## config.mk

```make
export PLATFORM = sky130hd
export DESIGN_NAME = rv32i_instruction_decoder_core
export DESIGN_NICKNAME = d
export VERILOG_FILES = /design/src/design/rv32idec_pkg.sv /design/src/design/rv32i_instruction_decoder_core.sv
export SDC_FILE = /design/constraint.sdc
export NUM_CORES = 1
export LEC_CHECK = 0
export BUFFER_PORTS_ARGS = -buffer_cell sky130_fd_sc_hd__buf_2
export CAP_MARGIN = 20
export CORE_MARGIN = 5
export CORE_UTILIZATION = 35
export CTS_CLUSTER_SIZE = 16
export DETAILED_ROUTE_END_ITERATION = 7
export GPL_TIMING_DRIVEN = 0
export PLACE_DENSITY = 0.57
export SETUP_SLACK_MARGIN = 0.1
export SLEW_MARGIN = 20
export SYNTH_ARGS = -nofsm -noshare
export SYNTH_HDL_FRONTEND = slang
export SYNTH_SLANG_ARGS = --single-unit
```

## constraint.sdc

```tcl
create_clock -name i_clk -period 3 [get_ports i_clk]
set_clock_uncertainty 0.05 [all_clocks]
set_input_delay 0.3 -clock i_clk [delete_from_list [all_inputs] [get_ports i_clk]]
set_output_delay 0.3 -clock i_clk [all_outputs]
set_load 0.005 [all_outputs]
```

## src/design/rv32idec_pkg.sv

```systemverilog
// Package for the RV32I instruction decoder.
// Holds the item structs, the major opcodes, the operation and class codes.
// Depends on nothing.
package rv32idec_pkg;

    typedef struct packed {
        logic [31:0] instr_word;
        logic [31:0] fetch_pc;
    } t_dec_in;

    typedef struct packed {
        logic [5:0]         op_code;
        logic [3:0]         class_code;
        logic [4:0]         dest_reg;
        logic [4:0]         src1_reg;
        logic [4:0]         src2_reg;
        logic signed [31:0] immediate;
        logic [31:0]        pc_out;
    } t_dec_out;

    localparam logic [31:0] HALT_WORD = 32'h0ff0_0513;

    localparam logic [6:0] OPC_OP     = 7'b0110011;
    localparam logic [6:0] OPC_OPIMM  = 7'b0010011;
    localparam logic [6:0] OPC_LOAD   = 7'b0000011;
    localparam logic [6:0] OPC_STORE  = 7'b0100011;
    localparam logic [6:0] OPC_BRANCH = 7'b1100011;
    localparam logic [6:0] OPC_JAL    = 7'b1101111;
    localparam logic [6:0] OPC_JALR   = 7'b1100111;
    localparam logic [6:0] OPC_LUI    = 7'b0110111;
    localparam logic [6:0] OPC_AUIPC  = 7'b0010111;
    localparam logic [6:0] OPC_SYSTEM = 7'b1110011;

    localparam logic [6:0] F7_BASE = 7'h00;
    localparam logic [6:0] F7_ALT  = 7'h20;

    localparam logic [5:0] OP_ADD     = 6'd0;
    localparam logic [5:0] OP_SUB     = 6'd1;
    localparam logic [5:0] OP_AND     = 6'd2;
    localparam logic [5:0] OP_OR      = 6'd3;
    localparam logic [5:0] OP_XOR     = 6'd4;
    localparam logic [5:0] OP_SLL     = 6'd5;
    localparam logic [5:0] OP_SRL     = 6'd6;
    localparam logic [5:0] OP_SRA     = 6'd7;
    localparam logic [5:0] OP_SLT     = 6'd8;
    localparam logic [5:0] OP_SLTU    = 6'd9;
    localparam logic [5:0] OP_ADDI    = 6'd10;
    localparam logic [5:0] OP_ANDI    = 6'd11;
    localparam logic [5:0] OP_ORI     = 6'd12;
    localparam logic [5:0] OP_XORI    = 6'd13;
    localparam logic [5:0] OP_SLLI    = 6'd14;
    localparam logic [5:0] OP_SRLI    = 6'd15;
    localparam logic [5:0] OP_SRAI    = 6'd16;
    localparam logic [5:0] OP_SLTI    = 6'd17;
    localparam logic [5:0] OP_SLTIU   = 6'd18;
    localparam logic [5:0] OP_LB      = 6'd19;
    localparam logic [5:0] OP_LH      = 6'd20;
    localparam logic [5:0] OP_LW      = 6'd21;
    localparam logic [5:0] OP_LBU     = 6'd22;
    localparam logic [5:0] OP_LHU     = 6'd23;
    localparam logic [5:0] OP_SB      = 6'd24;
    localparam logic [5:0] OP_SH      = 6'd25;
    localparam logic [5:0] OP_SW      = 6'd26;
    localparam logic [5:0] OP_BEQ     = 6'd27;
    localparam logic [5:0] OP_BNE     = 6'd28;
    localparam logic [5:0] OP_BLT     = 6'd29;
    localparam logic [5:0] OP_BGE     = 6'd30;
    localparam logic [5:0] OP_BLTU    = 6'd31;
    localparam logic [5:0] OP_BGEU    = 6'd32;
    localparam logic [5:0] OP_JAL     = 6'd33;
    localparam logic [5:0] OP_JALR    = 6'd34;
    localparam logic [5:0] OP_LUI     = 6'd35;
    localparam logic [5:0] OP_AUIPC   = 6'd36;
    localparam logic [5:0] OP_EBREAK  = 6'd37;
    localparam logic [5:0] OP_ECALL   = 6'd38;
    localparam logic [5:0] OP_HALT    = 6'd39;
    localparam logic [5:0] OP_INVALID = 6'd40;

    localparam logic [3:0] CL_ALU     = 4'd0;
    localparam logic [3:0] CL_LOAD    = 4'd1;
    localparam logic [3:0] CL_STORE   = 4'd2;
    localparam logic [3:0] CL_BRANCH  = 4'd3;
    localparam logic [3:0] CL_JAL     = 4'd4;
    localparam logic [3:0] CL_JALR    = 4'd5;
    localparam logic [3:0] CL_UPPER   = 4'd6;
    localparam logic [3:0] CL_ENV     = 4'd7;
    localparam logic [3:0] CL_HALT    = 4'd8;
    localparam logic [3:0] CL_INVALID = 4'd9;

    localparam logic [31:0] SYS_MASK = 32'hffef_ff80;

endpackage

```

## src/design/rv32i_instruction_decoder_core.sv

```systemverilog
// Top level of the RV32I instruction decoder.
// Registers the item, decodes it in one pass and registers the result.
// Depends on rv32idec_pkg.
// Path: input register, combinational decode, then the result register.
// Throughput: one item per cycle unless i_out_ready holds the result register back.
// Reset: synchronous active-low reset empties both registers; payload is not reset.
module rv32i_instruction_decoder_core (
    input  logic                   i_clk,
    input  logic                   i_rst_n,
    input  logic                   i_in_valid,
    output logic                   o_in_ready,
    input  rv32idec_pkg::t_dec_in  i_in_item,
    output logic                   o_out_valid,
    input  logic                   i_out_ready,
    output rv32idec_pkg::t_dec_out o_out_item
);
    import rv32idec_pkg::*;

    logic     r_in_valid;
    logic     n_in_valid;
    t_dec_in  r_in;
    logic     r_out_valid;
    logic     n_out_valid;
    t_dec_out r_out;
    t_dec_out n_out;
    logic     s_out_free;
    logic     s_in_take;

    assign s_out_free  = !r_out_valid || i_out_ready;
    assign o_in_ready  = !r_in_valid || s_out_free;
    assign s_in_take   = i_in_valid && o_in_ready;
    assign n_in_valid  = s_in_take ? 1'b1 : (s_out_free ? 1'b0 : r_in_valid);
    assign n_out_valid = s_out_free ? r_in_valid : r_out_valid;

    always_ff @(posedge i_clk) begin
        if (!i_rst_n) begin
            r_in_valid  <= 1'b0;
            r_out_valid <= 1'b0;
        end else begin
            r_in_valid  <= n_in_valid;
            r_out_valid <= n_out_valid;
        end
    end

    always_ff @(posedge i_clk) begin
        if (s_in_take) begin
            r_in <= i_in_item;
        end
        if (s_out_free) begin
            r_out <= n_out;
        end
    end

    always_comb begin
        logic [31:0] w;
        logic [6:0]  opc;
        logic [2:0]  f3;
        logic [6:0]  f7;
        logic        ok;
        logic [5:0]  op;
        logic [3:0]  cl;
        logic [4:0]  rd;
        logic [4:0]  rs1;
        logic [4:0]  rs2;
        logic [31:0] imm;
        logic [31:0] imm_i;
        logic [31:0] imm_s;
        logic [31:0] imm_b;
        logic [31:0] imm_j;
        logic [31:0] imm_u;

        w     = r_in.instr_word;
        opc   = w[6:0];
        f3    = w[14:12];
        f7    = w[31:25];
        imm_i = {{20{w[31]}}, w[31:20]};
        imm_s = {{20{w[31]}}, w[31:25], w[11:7]};
        imm_b = {{19{w[31]}}, w[31], w[7], w[30:25], w[11:8], 1'b0};
        imm_j = {{11{w[31]}}, w[31], w[19:12], w[20], w[30:21], 1'b0};
        imm_u = {w[31:12], 12'h000};
        ok    = 1'b0;
        op    = OP_INVALID;
        cl    = CL_INVALID;
        rd    = 5'd0;
        rs1   = 5'd0;
        rs2   = 5'd0;
        imm   = 32'd0;

        if (w == HALT_WORD) begin
            ok = 1'b1;
            op = OP_HALT;
            cl = CL_HALT;
        end else begin
            case (opc)
                OPC_OP: begin
                    ok  = (f7 == F7_BASE) || (f7 == F7_ALT && (f3 == 3'd0 || f3 == 3'd5));
                    cl  = CL_ALU;
                    rd  = w[11:7];
                    rs1 = w[19:15];
                    rs2 = w[24:20];
                    case (f3)
                        3'd0: op = (f7 == F7_ALT) ? OP_SUB : OP_ADD;
                        3'd1: op = OP_SLL;
                        3'd2: op = OP_SLT;
                        3'd3: op = OP_SLTU;
                        3'd4: op = OP_XOR;
                        3'd5: op = (f7 == F7_ALT) ? OP_SRA : OP_SRL;
                        3'd6: op = OP_OR;
                        3'd7: op = OP_AND;
                        default: op = OP_INVALID;
                    endcase
                end
                OPC_OPIMM: begin
                    cl  = CL_ALU;
                    rd  = w[11:7];
                    rs1 = w[19:15];
                    ok  = 1'b1;
                    imm = imm_i;
                    case (f3)
                        3'd0: op = OP_ADDI;
                        3'd1: begin
                            op  = OP_SLLI;
                            ok  = (f7 == F7_BASE);
                            imm = {27'd0, w[24:20]};
                        end
                        3'd2: op = OP_SLTI;
                        3'd3: op = OP_SLTIU;
                        3'd4: op = OP_XORI;
                        3'd5: begin
                            op  = (f7 == F7_ALT) ? OP_SRAI : OP_SRLI;
                            ok  = (f7 == F7_BASE) || (f7 == F7_ALT);
                            imm = {27'd0, w[24:20]};
                        end
                        3'd6: op = OP_ORI;
                        3'd7: op = OP_ANDI;
                        default: ok = 1'b0;
                    endcase
                end
                OPC_LOAD: begin
                    cl  = CL_LOAD;
                    rd  = w[11:7];
                    rs1 = w[19:15];
                    imm = imm_i;
                    ok  = 1'b1;
                    case (f3)
                        3'd0: op = OP_LB;
                        3'd1: op = OP_LH;
                        3'd2: op = OP_LW;
                        3'd4: op = OP_LBU;
                        3'd5: op = OP_LHU;
                        default: ok = 1'b0;
                    endcase
                end
                OPC_STORE: begin
                    cl  = CL_STORE;
                    rs1 = w[19:15];
                    rs2 = w[24:20];
                    imm = imm_s;
                    ok  = 1'b1;
                    case (f3)
                        3'd0: op = OP_SB;
                        3'd1: op = OP_SH;
                        3'd2: op = OP_SW;
                        default: ok = 1'b0;
                    endcase
                end
                OPC_BRANCH: begin
                    cl  = CL_BRANCH;
                    rs1 = w[19:15];
                    rs2 = w[24:20];
                    imm = imm_b;
                    ok  = 1'b1;
                    case (f3)
                        3'd0: op = OP_BEQ;
                        3'd1: op = OP_BNE;
                        3'd4: op = OP_BLT;
                        3'd5: op = OP_BGE;
                        3'd6: op = OP_BLTU;
                        3'd7: op = OP_BGEU;
                        default: ok = 1'b0;
                    endcase
                end
                OPC_JAL: begin
                    ok  = 1'b1;
                    op  = OP_JAL;
                    cl  = CL_JAL;
                    rd  = w[11:7];
                    imm = imm_j;
                end
                OPC_JALR: begin
                    ok  = (f3 == 3'd0);
                    op  = OP_JALR;
                    cl  = CL_JALR;
                    rd  = w[11:7];
                    rs1 = w[19:15];
                    imm = imm_i;
                end
                OPC_LUI: begin
                    ok  = 1'b1;
                    op  = OP_LUI;
                    cl  = CL_UPPER;
                    rd  = w[11:7];
                    imm = imm_u;
                end
                OPC_AUIPC: begin
                    ok  = 1'b1;
                    op  = OP_AUIPC;
                    cl  = CL_UPPER;
                    rd  = w[11:7];
                    imm = imm_u + r_in.fetch_pc;
                end
                OPC_SYSTEM: begin
                    ok = ((w & SYS_MASK) == 32'd0);
                    op = w[20] ? OP_EBREAK : OP_ECALL;
                    cl = CL_ENV;
                end
                default: ok = 1'b0;
            endcase
        end

        if (!ok) begin
            op  = OP_INVALID;
            cl  = CL_INVALID;
            rd  = 5'd0;
            rs1 = 5'd0;
            rs2 = 5'd0;
            imm = 32'd0;
        end

        n_out.op_code    = op;
        n_out.class_code = cl;
        n_out.dest_reg   = rd;
        n_out.src1_reg   = rs1;
        n_out.src2_reg   = rs2;
        n_out.immediate  = $signed(imm);
        n_out.pc_out     = r_in.fetch_pc;
    end

    assign o_out_valid = r_out_valid;
    assign o_out_item  = r_out;

endmodule
```

==> results.cfg, run 1 <==
[routing]
vias = 5868
vias_per_cell = 5.24
drt_wl_total_mm = 21.2
dr.pass1.iters = 7
drt_iter0_markers = 545
final_antenna_net_count = 0
remaining_drc_errors = 0
wire_per_inst_um = 19.0

[timing]
worst_slew_pin_slew_ns = 0.625
timing.hold.ws_ns = 0.0148
maxSlewViolCount = 0
hold_viol = 0
final-setup-viol-count = 0
fmax_ghz = 0.359
timing.final.crit_share_pct = 92.9
rsz0062_at_grt = yes
relSlewSlack_pct = 58.2
layout_min_cycle_time_ns = 2.79

[layout]
final_cell_count_no_fill = 1119
final_nets = 919
fillers = 1920
syn_to_final_growth_pct = 34.2
mostFrequentLayoutCells = buf_2 (164), edfxtp_1 (153), dlygate4sd3_1 (62), nor2_1 (54), nand2_1 (37)
diodes = 0
final_common_cell = buf_2
drive_gt1_share_pct = 28.1

[critical_path]
cpPeakStageDelay_ns = 0.53
crit_type = flip-flop to flip-flop
cpLargestDelayFamily = simple AND/OR/NAND/NOR gates
worstPathCellList = ha_1, and3_1, and3_1, nand3_1, a211oi_1, or4_1, a211o_1, a31oi_1
start_kind = flip-flop
path_buf_inv = 0
required_ns = 3.23
cp_slowest_cell = edfxtp_1
cp.arrival_ns = 3.02
cp_common_cell = and3_1
timing.critical_path.fanout_max = 7
crit_path_end_kind = flip-flop

[synthesis]
synth_fp_nets = 675
yosys_warnings = 0
ys_types = 63
synth_flop_cell = edfxtp_1
ys_async_sr_fraction_pct = 0
syn_inst = 587
syn_area_per_cell_um2 = 12.5
synth_top_area_share_pct = 62.7
yosysTopAreaCell = edfxtp_1
ys_ff_latch = 155
netlist_top_cells_area = edfxtp_1 (63%), ha_1 (3.2%), nor2_1 (2.8%)
syn_area_um2 = 7320
synth-edff-count = 153
ys_seq_area_share_pct = 63.3

[grt]
use_met1_pct = 23.7
grtUsageTotal_pct = 17.5
met3_usage_pct = 3.89
grt_pass1_wl_mm = 32.4
antenna_found_initial = 0
grt-busiest-layer = met2
grt_use_met2_pct = 28.1
grt_start_max_net_pins = 55
grt_pass1_vias = 5787
grt-ovfl-total = 0

[clocking]
clk_pin_slew_ns = 0.07
cts_buffer_depth = 2
htree_levels = 4
cts_sinks = 155
cts-buffers-inserted = 17
clock_latency_ns = 0.43
cts_tree = built
clock-root-buffer = clkbuf_16

[power]
leakagePower_nw = 3.89
power.density_nw_per_um2 = 548
peakVddDrop_v = 0.000374

[outcome]
run_status = finished clean

[placed_design]
port_buffers = 158
dp.cells = 1022
gp_congestion = 0.910
hpwl_mm = 15.1

[floorplanning]
die_h_um = 155
die_w_um = 155
start_util_pct = 35.2
die-area_um2 = 23900
std_cell_rows = 53
io_pins = 159
coreArea_um2 = 20800

[flow_run]
cap_violations = 0

[hold_path]
hp-class = primary input to flip-flop
==> worst reg2reg max path, stage by stage (launching register included) <==
cell and delay [ns]:
edfxtp_1 0.53, ha_1 0.44, and3_1 0.24, and3_1 0.19, nand3_1 0.13, a211oi_1 0.10, or4_1 0.51, a211o_1 0.31
a31oi_1 0.15
==> what timing repair did <==
item,CTS,global route
pin swaps,2,3
cloned,0,0
setup buffers,2,1
endpoints found under the hold margin,61,1
gates resized for setup,3,16
hold buffers,61,1
endpoints found under the setup margin,15,21
==> metal layers <==
layer	routed length (µm)	share of wire, %
met4	421	2.0
met3	1550	7.3
met1	9150	43
met5	0	0
met2	10100	48
==> final cells by class <==
type	count	area, µm²	share of cell area (%)
well taps	275	344	3.50
plain buffers	29	154	1.57
flip-flops and latches	155	4630	47.2
clock inverters	15	191	1.95
repair buffers	225	1480	15.1
clock buffers	17	425	4.33
inverters	11	43.8	0.446
multi-input cells	392	2550	26.0
==> Yosys cell counts, drive strengths merged (8+ instances only) <==
| cell | instances |
|---|---|
| a31oi | 13 |
| nand2 | 39 |
| a21o | 12 |
| nand4 | 8 |
| a21oi | 40 |
| and2 | 22 |
| edfxtp | 153 |
| ha | 19 |
| nor2 | 55 |
| buf | 16 |
| clkbuf | 13 |
| nor3 | 15 |
| a221oi | 16 |
| o21ai | 35 |
| inv | 10 |
| nand2b | 12 |
| nand3 | 13 |
==> power by group <==
part / total [mW] / switching [mW] / leakage, nW / internal [mW]
combinational: 0.572 / 0.309 / 1.96 / 0.263
clock: 2.25 / 1.04 / 0.298 / 1.21
sequential: 2.57 / 0.0696 / 1.64 / 2.50
total: 5.39 / 1.42 / 3.89 / 3.97
==> registers in the layout, indices dropped and copies added (netlist names) <==
name and flops:
n_out 32, o_out_item 89, o_out_valid 1, r_in 32, r_in_valid 1
==> cell families (layout without fill, tap and decap cells) <==
group                      count (synthesis)  after routing  share of synthesized area [%]
and+or+nand+nor                          198            198                           14.2
buffers and inverters                     40            297                           2.63
muxes                                      6              6                          0.820
adders and majority gates                 20             20                           3.52
AOI/OAI and AO/OA                        159            159                           14.4
xor gates and xnor gates                   9              9                           1.08
DFF                                      155            155                           63.3
==> per-stage QoR <==
step | utilization [%] | instance area (µm²) | total power [mW] | setup slack (ns) | setup TNS, ns
floorplan | - | 7320 | 2.88 | 0.312 | 0
global placement | 40.6 | 8460 | 3.10 | -0.583 | -75.40
detailed placement | 40.9 | 8510 | 3.10 | -0.0269 | -0.0269
CTS | 46.9 | 9760 | 5.42 | 0.0945 | 0
global route | 47.2 | 9830 | 5.59 | 0.00731 | 0
finish | 47.2 | 9830 | 5.39 | 0.213 | 0
==> worst paths after layout <==
check                              startpoint             end  slack (ns)  cells past startpoint
worst max-delay path                 r_in[53]  o_out_item[63]        0.21                      8
worst min-delay path            i_in_item[38]        r_in[38]        0.01                      1
worst max register to register       r_in[53]  o_out_item[63]        0.21                      8
worst min register to register       n_out[8]   o_out_item[8]        0.41                      0
Note: power is estimated with default switching activity, not from simulation.
==> run 2, diff against run 1 <==
--- a/config.mk
+++ b/config.mk
@@ -12,7 +12,7 @@
 export CTS_CLUSTER_SIZE = 16
 export DETAILED_ROUTE_END_ITERATION = 7
 export GPL_TIMING_DRIVEN = 0
-export PLACE_DENSITY = 0.57
+export PLACE_DENSITY = 0.58
 export SETUP_SLACK_MARGIN = 0.1
 export SLEW_MARGIN = 20
 export SYNTH_ARGS = -nofsm -noshare
==> results.cfg, run 2 (synthesized netlist as in run 1, its figures left out) <==
[outcome]
run_status = finished clean

[floorplanning]
coreArea_um2 = 20800
die-area_um2 = 23900
die_w_um = 155
io_pins = 159
start_util_pct = 35.2
std_cell_rows = 53
die_h_um = 155

[power]
finalPower_mw = 5.40
power.density_nw_per_um2 = 546
peakVddDrop_v = 0.000407
leakagePower_nw = 3.94

[routing]
wire_per_inst_um = 18.5
final_antenna_net_count = 0
remaining_drc_errors = 0
wl_met2_mm = 9.75
vias = 5800
drt_iter0_markers = 465
vias_per_cell = 5.15
met3_length_mm = 1.27
dr.max_layer_used = met4
wl_met1_mm = 9.29
drt_wl_total_mm = 20.9
dr.pass1.iters = 5

[layout]
final_cell_area_um2 = 9890
syn_to_final_growth_pct = 35.1
mostFrequentLayoutCells = buf_2 (164), edfxtp_1 (153), dlygate4sd3_1 (64), nor2_1 (54), nand2_1 (37)
diodes = 0
fillers = 1926
utilization_pct = 47.5
final_common_cell = buf_2
final_nets = 926
final_cell_count_no_fill = 1126
drive_gt1_share_pct = 28.3
largest_register_ffs = 89

[timing]
timing.final.crit_share_pct = 94.9
hold_viol = 0
worst_slew_pin_slew_ns = 0.630
tns_ns = 0
relSlewSlack_pct = 57.9
timing.hold.ws_ns = 0.0238
final-setup-viol-count = 0
setup_slack_ns = 0.153
maxSlewViolCount = 0
fmax_ghz = 0.351
rsz0062_at_grt = yes
layout_min_cycle_time_ns = 2.85

[placed_design]
hpwl_mm = 15.1
port_buffers = 158
dp_slack_ns = -0.136
dp.cells = 1022
placed_cell_area_um2 = 8510
gp_congestion = 0.930

[clocking]
cts_buffer_depth = 2
clock-root-buffer = clkbuf_16
cts_tree = built
clk_pin_slew_ns = 0.07
cts-buffers-inserted = 17
clock_latency_ns = 0.44
cts_sinks = 155
htree_levels = 4

[critical_path]
crit_path_end = o_out_item[60]
crit_type = flip-flop to flip-flop
timing.rr.end = o_out_item[60]
r2r-start = r_in[44]
cp.arrival_ns = 2.98
startpoint = r_in[44]
r2r_slack_ns = 0.15
timing.critical_path.fanout_max = 3
reg2regPathDepth = 9
start_kind = flip-flop
crit_path_end_kind = flip-flop
required_ns = 3.13

[grt]
grt_start_max_net_pins = 58
grt-ovfl-total = 0
grt_pass1_vias = 5664
grt_pass1_wl_mm = 32.1
antenna_found_initial = 0
grtUsageTotal_pct = 17.4

[flow_run]
cap_violations = 0

[hold_path]
hold_start = i_rst_n
hp-class = primary input to flip-flop
-- run 2: changes by cell type in the layout (fill, tap and decap cells not counted), sizes merged --
cell | previous run | this run
buf | 179 | 184
clkinv | 5 | 7
clkinvlp | 1 | 0
bufinv | 1 | 2
inv | 19 | 17
dlygate4sd3 | 62 | 64
-- run 2: final cells by class --
cell class / instances / area [µm²] / share of cell area [%]
well taps: 275 / 344 / 3.48
multi-input cells: 392 / 2550 / 25.8
inverters: 11 / 43.8 / 0.443
repair buffers: 232 / 1540 / 15.6
flip-flops and latches: 155 / 4630 / 46.8
clock inverters: 15 / 203 / 2.05
plain buffers: 29 / 154 / 1.56
clock buffers: 17 / 425 / 4.30
-- run 2: routing by layer --
| layer | vias up | GRT usage, % |
|---|---|---|
| met1 | 2750 | 23.4 |
| li1 | 2788 | - |
| met5 | - | 0 |
| met3 | 38 | 3.33 |
| met4 | 0 | 7.02 |
| met2 | 224 | 27.8 |
-- run 2: how the worst min path moves through the flow --
stage	endpoint	slack, ns	cells after the start
finish	o_out_valid	0.02	2
detailed placement	o_out_item[2]	0.40	0
CTS	o_out_valid	0.006	2
global placement	o_out_item[8]	0.39	0
floorplan	n_out[0]	0.35	0
global route	o_out_valid	0.03	2
-- run 2: where the power goes --
part           switching (mW)  internal [mW]  leakage, nW  total (mW)
combinational           0.309          0.268         1.99       0.577
clock                   0.985           1.28        0.308        2.26
sequential             0.0675           2.50         1.64        2.56
-- run 2: repair_timing --
action,CTS,global route
resized for setup,3,14
setup buffers,1,7
pin swaps,1,3
setup endpoints to repair,9,21
hold endpoints to repair,64,0
hold buffers,64,0
-- run 2: critical path, stage by stage (launching register included) --
cell      delay (ns)
edfxtp_1        0.40
ha_1            0.27
fa_2            0.38
a211oi_2        0.28
o21ai_0         0.19
a31oi_2         0.30
o21ai_2         0.14
a31oi_2         0.26
mux2i_1         0.23
a21oi_1         0.09
==> run 3, diff against run 2 <==
--- a/config.mk
+++ b/config.mk
@@ -8,11 +8,11 @@
 export BUFFER_PORTS_ARGS = -buffer_cell sky130_fd_sc_hd__buf_2
 export CAP_MARGIN = 20
 export CORE_MARGIN = 5
-export CORE_UTILIZATION = 35
+export CORE_UTILIZATION = 55
 export CTS_CLUSTER_SIZE = 16
 export DETAILED_ROUTE_END_ITERATION = 7
 export GPL_TIMING_DRIVEN = 0
-export PLACE_DENSITY = 0.58
+export PLACE_DENSITY = 0.84
 export SETUP_SLACK_MARGIN = 0.1
 export SLEW_MARGIN = 20
 export SYNTH_ARGS = -nofsm -noshare
==> results.cfg, run 3 (synthesized netlist as in run 1, its figures left out) <==
[floorplanning]
std_cell_rows = 42
die_w_um = 125
io_pins = 159
start_util_pct = 55.7
coreArea_um2 = 13100
die_h_um = 125
die-area_um2 = 15700

[critical_path]
required_ns = 3.24
worstPathCellList = ha_2, a21oi_2, o21ai_1, o41ai_2, o22ai_1, or4_1, a211o_1, a31oi_1
cp.arrival_ns = 3.10
start_kind = flip-flop
crit_path_end_kind = flip-flop
crit_type = flip-flop to flip-flop
cpPeakStageDelay_ns = 0.49
timing.rr.end = o_out_item[63]
startpoint = r_in[54]
timing.critical_path.fanout_max = 8
r2r-start = r_in[54]
path_buf_inv = 0
crit_path_end = o_out_item[63]
reg2regPathDepth = 8
cpLargestDelayFamily = compound AO/OA/AOI/OAI gates
cp_slowest_cell = edfxtp_1
r2r_slack_ns = 0.14
worst-path-stages = 8

[timing]
rsz0062_at_grt = yes
final-setup-viol-count = 0
worst_slew_pin_slew_ns = 0.652
fmax_ghz = 0.350
hold_viol = 0
tns_ns = 0
relSlewSlack_pct = 56.4
timing.final.crit_share_pct = 95.3
maxSlewViolCount = 0
layout_min_cycle_time_ns = 2.86

[layout]
syn_to_final_growth_pct = 33.4
drive_gt1_share_pct = 28.6
regArea_um2 = 4630
final_cell_area_um2 = 9760
fillers = 870
diodes = 0
multi_input_area_um2 = 2580
final_common_cell = buf_2
largest_register_ffs = 89
final_nets = 919
mostFrequentLayoutCells = buf_2 (164), edfxtp_1 (153), dlygate4sd3_1 (60), nor2_1 (54), nand2_1 (37)

[grt]
met3_usage_pct = 7.63
grtUsageTotal_pct = 28.3
grt_use_met2_pct = 47.8
grt_pass1_vias = 6051
grt-busiest-layer = met2
use_met1_pct = 36.0
grt-ovfl-total = 0
antenna_found_initial = 0
grt_start_max_net_pins = 63
grt_pass1_wl_mm = 34.1

[routing]
dr.pass1.iters = 5
remaining_drc_errors = 0
final_antenna_net_count = 0
vias = 6173
vias_per_cell = 6.05
wire_per_inst_um = 21.9
drt_iter0_markers = 823
drt_wl_total_mm = 22.3

[hold_path]
holdPathStages = 1
hp-class = primary input to flip-flop

[power]
leakagePower_nw = 3.92
peakVddDrop_v = 0.000442
power.density_nw_per_um2 = 570

[clocking]
cts_tree = built
clock-root-buffer = clkbuf_16
clock_latency_ns = 0.44
cts_buffer_depth = 2
clk_pin_slew_ns = 0.07
cts-buffers-inserted = 17
cts_sinks = 155
htree_levels = 4

[flow_run]
cap_violations = 0

[outcome]
run_status = finished clean

[placed_design]
gp_congestion = 0.921
hpwl_mm = 14.8
placed_cell_area_um2 = 8390
port_buffers = 158
==> run 3: cell type report <==
class / count / area share [%]
clock inverters: 15 / 2.34
clock buffers: 17 / 4.36
flip-flops and latches: 155 / 47.5
multi-input cells: 392 / 26.4
inverters: 11 / 0.448
repair buffers: 225 / 15.1
well taps: 176 / 2.26
plain buffers: 29 / 1.58
==> run 3: stage by stage <==
stage | util [%] | cells | power (mW) | hold slack [ns] | setup slack [ns]
after floorplan | - | 587 | 2.88 | 0.349 | 0.312
after global placement | 63.4 | 921 | 3.08 | 0.384 | -0.301
after detailed placement | 63.8 | 923 | 3.10 | 0.387 | -0.0854
after CTS | 73.5 | 1015 | 5.51 | 0.00200 | 0.0246
after global routing | 74.3 | 1020 | 5.72 | 0.00158 | 0.0308
final | 74.3 | 1020 | 5.56 | 0.00962 | 0.141
==> run 3: worst register-to-register path, cell delays in order, from the launching register on <==
cell	delay [ns]
edfxtp_1	0.49
ha_2	0.38
a21oi_2	0.18
o21ai_1	0.12
o41ai_2	0.43
o22ai_1	0.15
or4_1	0.44
a211o_1	0.31
a31oi_1	0.16
==> run 3: repair_timing <==
action,4_1_cts,5_1_grt
pin swaps,2,2
hold buffers,59,1
setup endpoints to repair,14,49
buffers inserted,1,4
gates resized for setup,4,21
hold endpoints to repair,59,1
==> run 3: power breakdown <==
group          switching, mW  internal, mW  total (mW)
Combinational          0.330         0.265       0.595
Clock                  0.970          1.43        2.40
Sequential            0.0705          2.50        2.57
==> run 3: worst min-delay path by stage <==
stage	startpoint	end
after CTS	i_in_item[3]	n_out[3]
after floorplan	i_in_item[0]	n_out[0]
after detailed placement	n_out[1]	o_out_item[1]
final	i_in_item[3]	n_out[3]
after global placement	n_out[5]	o_out_item[5]
after global routing	i_in_item[3]	n_out[3]
==> run 3: metal layers <==
| layer | up-vias | part of all wire (%) |
|---|---|---|
| met5 | - | 0 |
| met4 | 0 | 2.5 |
| met3 | 60 | 9.4 |
| met2 | 371 | 50 |
| met1 | 2974 | 38 |
| li1 | 2768 | - |
